$ cat src/rtl/biquad_iir_filter_defines.svh
// Assertion helpers shared by the biquad RTL.
// Both expect a clock named clk and an active-low reset named arst_n in scope.
`ifndef BIQUAD_IIR_FILTER_DEFINES_SVH
`define BIQUAD_IIR_FILTER_DEFINES_SVH

// Same-cycle implication
`define BIQ_ASSERT_IMP(lbl, ante, cons, msg) \
	lbl: assert property (@(posedge clk) disable iff (!arst_n) (ante) |-> (cons)) \
		else $error(msg);

// Next-cycle implication
`define BIQ_ASSERT_NEXT(lbl, ante, cons, msg) \
	lbl: assert property (@(posedge clk) disable iff (!arst_n) (ante) |=> (cons)) \
		else $error(msg);

`endif

$ cat src/rtl/biq_pkg.sv
`default_nettype none

package biq_pkg;

	// Default sizes
	localparam int SAMPLE_WIDTH_DEF   = 16;
	localparam int COEF_FRAC_BITS_DEF = 22;

	// Coefficient register file
	localparam int NUM_COEFS = 5;
	localparam int CFG_IDX_W = 3;

	typedef logic [CFG_IDX_W-1:0] cfg_idx_t;

	// Register indexes, also used as coefficient array indexes
	localparam cfg_idx_t CFG_B0 = 3'd0;
	localparam cfg_idx_t CFG_B1 = 3'd1;
	localparam cfg_idx_t CFG_B2 = 3'd2;
	localparam cfg_idx_t CFG_A1 = 3'd3;
	localparam cfg_idx_t CFG_A2 = 3'd4;

endpackage

`default_nettype wire

$ cat src/rtl/biq_coef_regs.sv
`default_nettype none

module biq_coef_regs
	import biq_pkg::*;
#(
	parameter int COEF_FRAC_BITS = COEF_FRAC_BITS_DEF,
	parameter int COEF_W         = COEF_FRAC_BITS + 2
) (
	input  wire logic                     clk,
	input  wire logic                     arst_n,
	input  wire logic                     cfg_valid,
	output logic                          cfg_ready,
	input  wire cfg_idx_t                 cfg_index,
	input  wire logic [COEF_W-1:0]        cfg_data,
	output logic signed [COEF_W-1:0]      coefs [NUM_COEFS]
);

	// b0 resets to unity gain
	localparam logic signed [COEF_W-1:0] B0_RESET = COEF_W'(1) << COEF_FRAC_BITS;

	logic signed [COEF_W-1:0] coef_q [NUM_COEFS];

	// Writes are always taken
	assign cfg_ready = 1'b1;

	// Coefficient registers; indexes past a2 are dropped
	always_ff @(posedge clk or negedge arst_n) begin
		if (!arst_n) begin
			coef_q[CFG_B0] <= B0_RESET;
			coef_q[CFG_B1] <= '0;
			coef_q[CFG_B2] <= '0;
			coef_q[CFG_A1] <= '0;
			coef_q[CFG_A2] <= '0;
		end else if (cfg_valid && cfg_ready) begin
			unique case (cfg_index)
				CFG_B0:  coef_q[CFG_B0] <= cfg_data;
				CFG_B1:  coef_q[CFG_B1] <= cfg_data;
				CFG_B2:  coef_q[CFG_B2] <= cfg_data;
				CFG_A1:  coef_q[CFG_A1] <= cfg_data;
				CFG_A2:  coef_q[CFG_A2] <= cfg_data;
				default: ;
			endcase
		end
	end

	assign coefs = coef_q;

endmodule

`default_nettype wire

$ cat config.mk
export PLATFORM = sky130hd
export DESIGN_NAME = biq_coef_regs
export DESIGN_NICKNAME = d
export VERILOG_FILES = /design/src/rtl/biquad_iir_filter_defines.svh /design/src/rtl/biq_pkg.sv /design/src/rtl/biq_coef_regs.sv
export SDC_FILE = /design/constraint.sdc
export NUM_CORES = 1
export LEC_CHECK = 0
export ABC_AREA = 1
export BUFFER_PORTS_ARGS = -buffer_cell sky130_fd_sc_hd__buf_4
export CAP_MARGIN = 5
export CORE_MARGIN = 3
export CORE_UTILIZATION = 50
export CTS_CLUSTER_SIZE = 25
export DETAILED_ROUTE_END_ITERATION = 12
export GPL_TIMING_DRIVEN = 0
export PLACE_DENSITY = 0.85
export RECOVER_POWER = 25
export SYNTH_ARGS = -nofsm -noshare
export SYNTH_HDL_FRONTEND = slang
export SYNTH_SLANG_ARGS = --single-unit
$ cat constraint.sdc
create_clock -name clk -period 1.2 [get_ports clk]
set_clock_uncertainty 0.05 [all_clocks]
set_input_delay 0.3 -clock clk [delete_from_list [all_inputs] [get_ports clk]]
set_output_delay 0.3 -clock clk [all_outputs]
set_load 0.02 [all_outputs]
# Yosys cells after proc, flatten, opt, wreduce, memory -nomap -nowiden
# Index checks and enable logic that the tools add are counted.
# W data, S select, Z words.
# totals
word_cells,15
regBits,120
input_bits,30
out_inout_bits,121
# classes
n_eq_ne,4
n_reduce_logical,6
# op_table
op,n
$reduce_and A2 Y1,5
$eq A3 B2 Y1 const B,2
$eq A3 B1 Y1 const B,1
$eq A3 B3 Y1 const B,1
$logic_not A3 Y1,1

# Longest topological paths before layout
# depth
depth_word,2
depth_mapped,7
ltp_nobuf,5

# Least setup slack after synthesis
# No wires, ideal clock.
# synth_timing
path_type,input to register
from,input port cfg_valid
to,"register coef_q, in the netlist coefs[100]"
cell_stages,7
setup_ns,0.117
path_slack_ns,0.103
arrival_ns,0.930
required_time_ns,1.033
cell_sequence,inv_2 -> nor2_4 -> buf_4 -> nand2_2 -> buf_2 -> nand2_1 -> nand2_1
# synth_between
elab_chain_len,1
# synth_lines
item,line_no,rtl
"start, declared",biq_coef_regs.sv:11,"input wire logic cfg_valid,"
$reduce_and A2 Y1 (no source line),n/a,
"end signal, assigned by index",biq_coef_regs.sv:36,CFG_B0: coef_q[CFG_B0] <= cfg_data;
"end signal, assigned by index",biq_coef_regs.sv:37,CFG_B1: coef_q[CFG_B1] <= cfg_data;
"end signal, assigned by index",biq_coef_regs.sv:38,CFG_B2: coef_q[CFG_B2] <= cfg_data;
"end, declared",biq_coef_regs.sv:21,logic signed [COEF_W-1:0] coef_q [NUM_COEFS];
# No other way between the ends.
# A chain may end at the register's enable or synchronous reset.

# Final worst setup path
# layout_timing
from,"register coef_q, in the netlist coefs[118]"
to,output port coefs[118] in the netlist's numbering
# layout_lines
item,line_no,rtl
"end, declared",biq_coef_regs.sv:15,output logic signed [COEF_W-1:0] coefs [NUM_COEFS]
# No word-level cell between the ends.

==> impl_metrics.py <==
metrics = {
    "drt": {
        "drt_drc_violations_left": 0,
        "drt-wirelength-per-cell_um": 19.9,
        "route.final.wire_length_um": 18700,
        "detail_route.vias_per_cell": 5.56,
        "route.vias.total": 5216,
        "drtAntennaViolNets": 0,
        "drt_iter0_drc": 397,
        "drt-pass1-iter-count": 7,
    },
    "clock_network": {
        "clkSinkCount": 120,
        "cts-buffers-inserted": 17,
        "holdBufCountCts": 21,
        "cts_tree": "done",
        "htreeDepth": 4,
        "clockRootBuffer": "sky130_fd_sc_hd__clkbuf_8",
        "cts.reportedPaths.clkPinSlew_ps": 60,
        "clock_insertion_delay_worst_skew_ps": 510,
        "max-clock-path-buffers": 2,
    },
    "setup_path": {
        "path_delay_family": "flip-flops",
        "worstPathCellList": "buf_6",
        "critical_path_launch_point_type": "flip-flop",
        "timing.critical_path.fanout_max": 2,
        "critPathSlowestCell": "sky130_fd_sc_hd__dfstp_2",
        "critPathKind": "flip-flop to output pin",
        "worst_setup_path_end_kind": "output pin",
        "timing.critical_path.required_ps": 850,
        "worst-path-buf-inv": 1,
        "setup.reg_to_reg.worst_slack_ps": 220,
        "arrival_ps": 1210,
        "critical-path-max-stage-delay_ps": 560,
    },
    "global_route": {
        "grt_pass1_vias": 5166,
        "all_layer_global_routing_usage_pct": 32.8,
        "initial_antenna_violation_count": 0,
        "global_route_wire_length_before_repair_um": 27600,
        "gr-total-overflow": 0,
        "grt_max_degree": 71,
    },
    "placement": {
        "hpwl_um": 9960,
        "place_congestion": 0.884,
        "dpl_worst_slack_ps": -246,
        "placedInstanceArea_mm2": 0.00606,
        "port-buffer-count": 149,
    },
    "sta": {
        "timing.final.setup_violations": 120,
        "finalHoldViolations": 0,
        "fin_crit_sh_pct": 130,
        "fin_crit_ps": 1560,
        "worstMarginPinSlew_ps": 1370,
        "final_slew_viol_count": 0,
        "postLayoutSetupSlackWorst_ps": -363,
        "fmax_ghz": 0.640,
        "rsz0062_at_grt": "yes",
        "slew_headroom_pct": 8.82,
        "worst_hold_slack_ps": 2.69,
    },
    "synthesis": {
        "netlist-cell-type-count": 14,
        "synth-seq-cells": 120,
        "post-synth-top-area-fraction_pct": 62.6,
        "synth_largest_area_cell": "sky130_fd_sc_hd__dfrtp_1",
        "yosysSeqAreaShare_pct": 63.1,
        "number_of_warnings_printed_during_yosys_synthesis": 0,
        "synth_async_sr_flop_share_pct": 100,
        "post_synth.cell_area_avg_um2": 8.95,
        "postSynth.topFlopCell": "sky130_fd_sc_hd__dfrtp_1",
        "netlist_instances": 532,
        "synthesis.area_mm2": 0.00476,
        "top_area_cells_in_the_synthesized_netlist": "sky130_fd_sc_hd__dfrtp_1, sky130_fd_sc_hd__nand2_1, sky130_fd_sc_hd__nand3_1, sky130_fd_sc_hd__buf_2, sky130_fd_sc_hd__buf_4",
        "number_of_enable_flip_flop_cells_after_synthesis": 0,
        "synth_commonest_cells": "sky130_fd_sc_hd__nand2_1, sky130_fd_sc_hd__dfrtp_1, sky130_fd_sc_hd__nand3_1, sky130_fd_sc_hd__buf_2, sky130_fd_sc_hd__buf_4",
        "postSynthNetCount": 562,
        "yosys.cell_count.top_type": "sky130_fd_sc_hd__nand2_1",
    },
    "floorplan": {
        "pin_count": 151,
        "number_of_standard_cell_rows_in_the_floorplan": 34,
        "design.die.area_mm2": 0.0107,
        "core_footprint_mm2": 0.00898,
        "chipHeight_um": 104,
        "die_w_um": 104,
        "initial_utilization_pct": 53.0,
    },
    "power_and_ir_drop": {
        "vdd_drop_max_uv": 1380,
        "pwr_density_cell_mw_per_mm2": 1930,
        "leakage_nw": 4.31,
    },
    "cells_and_area": {
        "num_antenna_cells": 0,
        "final_layout_size_suffix_gt1_share_pct": 36.9,
        "area_growth_pct": 65.3,
        "final_design_area_no_fill_mm2": 0.00787,
        "largest_reg_flops": 120,
        "post_layout_util_pct": 87.6,
        "final_net_count": 829,
    },
    "status": {
        "run_status": "finished with violations",
        "failed_checks": "negative setup slack",
    },
    "worst_hold_path": {
        "min-delay-path-class": "primary input to flip-flop",
    },
    "job": {
        "maxCapViolations": 0,
    },
}
## cells by family (layout without fill, tap and decap cells)
logic type / after synthesis / after routing / share of synthesized area (%)
buffers and inverters: 38 / 318 / 4.13
DFF: 120 / 120 / 63.1
other: 1 / 1 / 0.0788
and+or+nand+nor: 373 / 373 / 32.7
## what timing repair did
| action | in CTS | in global routing |
|---|---|---|
| endpoints found under the setup margin | 120 | 120 |
| setup buffers | 44 | 33 |
| resized for setup | 120 | 0 |
| hold endpoints to repair | 72 | 50 |
| cloned | 0 | 0 |
## worst paths after layout
check / start / endpoint / depth (start not counted)
min: cfg_data[4] / coefs[28] / 3
max reg2reg: coefs[57] / coefs[57] / 4
min in group asynchronous: arst_n / coefs[81] / 1
max in group asynchronous: arst_n / coefs[118] / 2
max: coefs[118] / coefs[118] / 1
min reg2reg: coefs[66] / coefs[66] / 2
## routing by layer
metal  up-vias  GRT usage (%)  routed length [um]
li1       2209              -                   -
met1      2526           36.7                6370
met4         0           16.5                 835
met5         -              0                   0
met2       386           56.9                9630
met3        95           9.76                1860
## cell type report
type / instances / area, um^2
Buffer: 32 / 174
Inverter: 6 / 22.5
Timing Repair Buffer: 248 / 2380
Sequential cell: 120 / 3000
Tap cell: 126 / 158
Fill cell: 389 / 1110
Clock buffer: 18 / 428
Multi-Input combinational cell: 374 / 1560
Clock inverter: 14 / 139
## power by group
group	internal, mW	switching (mW)	total, mW
Combinational	2.42	2.38	4.80
Clock	2.85	2.06	4.91
Sequential	4.81	0.695	5.51
Total	10.1	5.14	15.2
## metrics by stage
step	setup TNS (ps)	power, mW	std cells
global route	-33030	15.7	938
floorplan	0	6.94	532
CTS	-25320	14.6	905
detailed placement	-16730	8.75	808
finish	-25620	15.2	938
global placement	-67140	8.62	807
## cells in the final DEF (no fill, tap or decap)
| cell | instances |
|---|---|
| sky130_fd_sc_hd__conb_1 | 1 |
| sky130_fd_sc_hd__inv_6 | 7 |
| sky130_fd_sc_hd__buf_16 | 1 |
| sky130_fd_sc_hd__clkbuf_8 | 2 |
| sky130_fd_sc_hd__buf_2 | 22 |
| sky130_fd_sc_hd__clkinv_4 | 2 |
| sky130_fd_sc_hd__buf_6 | 120 |
| sky130_fd_sc_hd__clkbuf_1 | 2 |
| sky130_fd_sc_hd__nand2_2 | 3 |
| sky130_fd_sc_hd__dfstp_2 | 1 |
| sky130_fd_sc_hd__dlygate4sd3_1 | 21 |
| sky130_fd_sc_hd__clkbuf_16 | 16 |
| sky130_fd_sc_hd__buf_1 | 1 |
| sky130_fd_sc_hd__buf_4 | 112 |
| sky130_fd_sc_hd__nor2_4 | 3 |
| sky130_fd_sc_hd__clkinvlp_4 | 4 |
| sky130_fd_sc_hd__inv_2 | 3 |
| sky130_fd_sc_hd__clkbuf_2 | 1 |
| sky130_fd_sc_hd__nand3_1 | 96 |
| sky130_fd_sc_hd__inv_1 | 3 |
| sky130_fd_sc_hd__dfrtp_1 | 119 |
| sky130_fd_sc_hd__nor2_2 | 2 |
| sky130_fd_sc_hd__bufinv_16 | 1 |
| sky130_fd_sc_hd__nand2_1 | 269 |
Power figures use the tool's default switching activity.
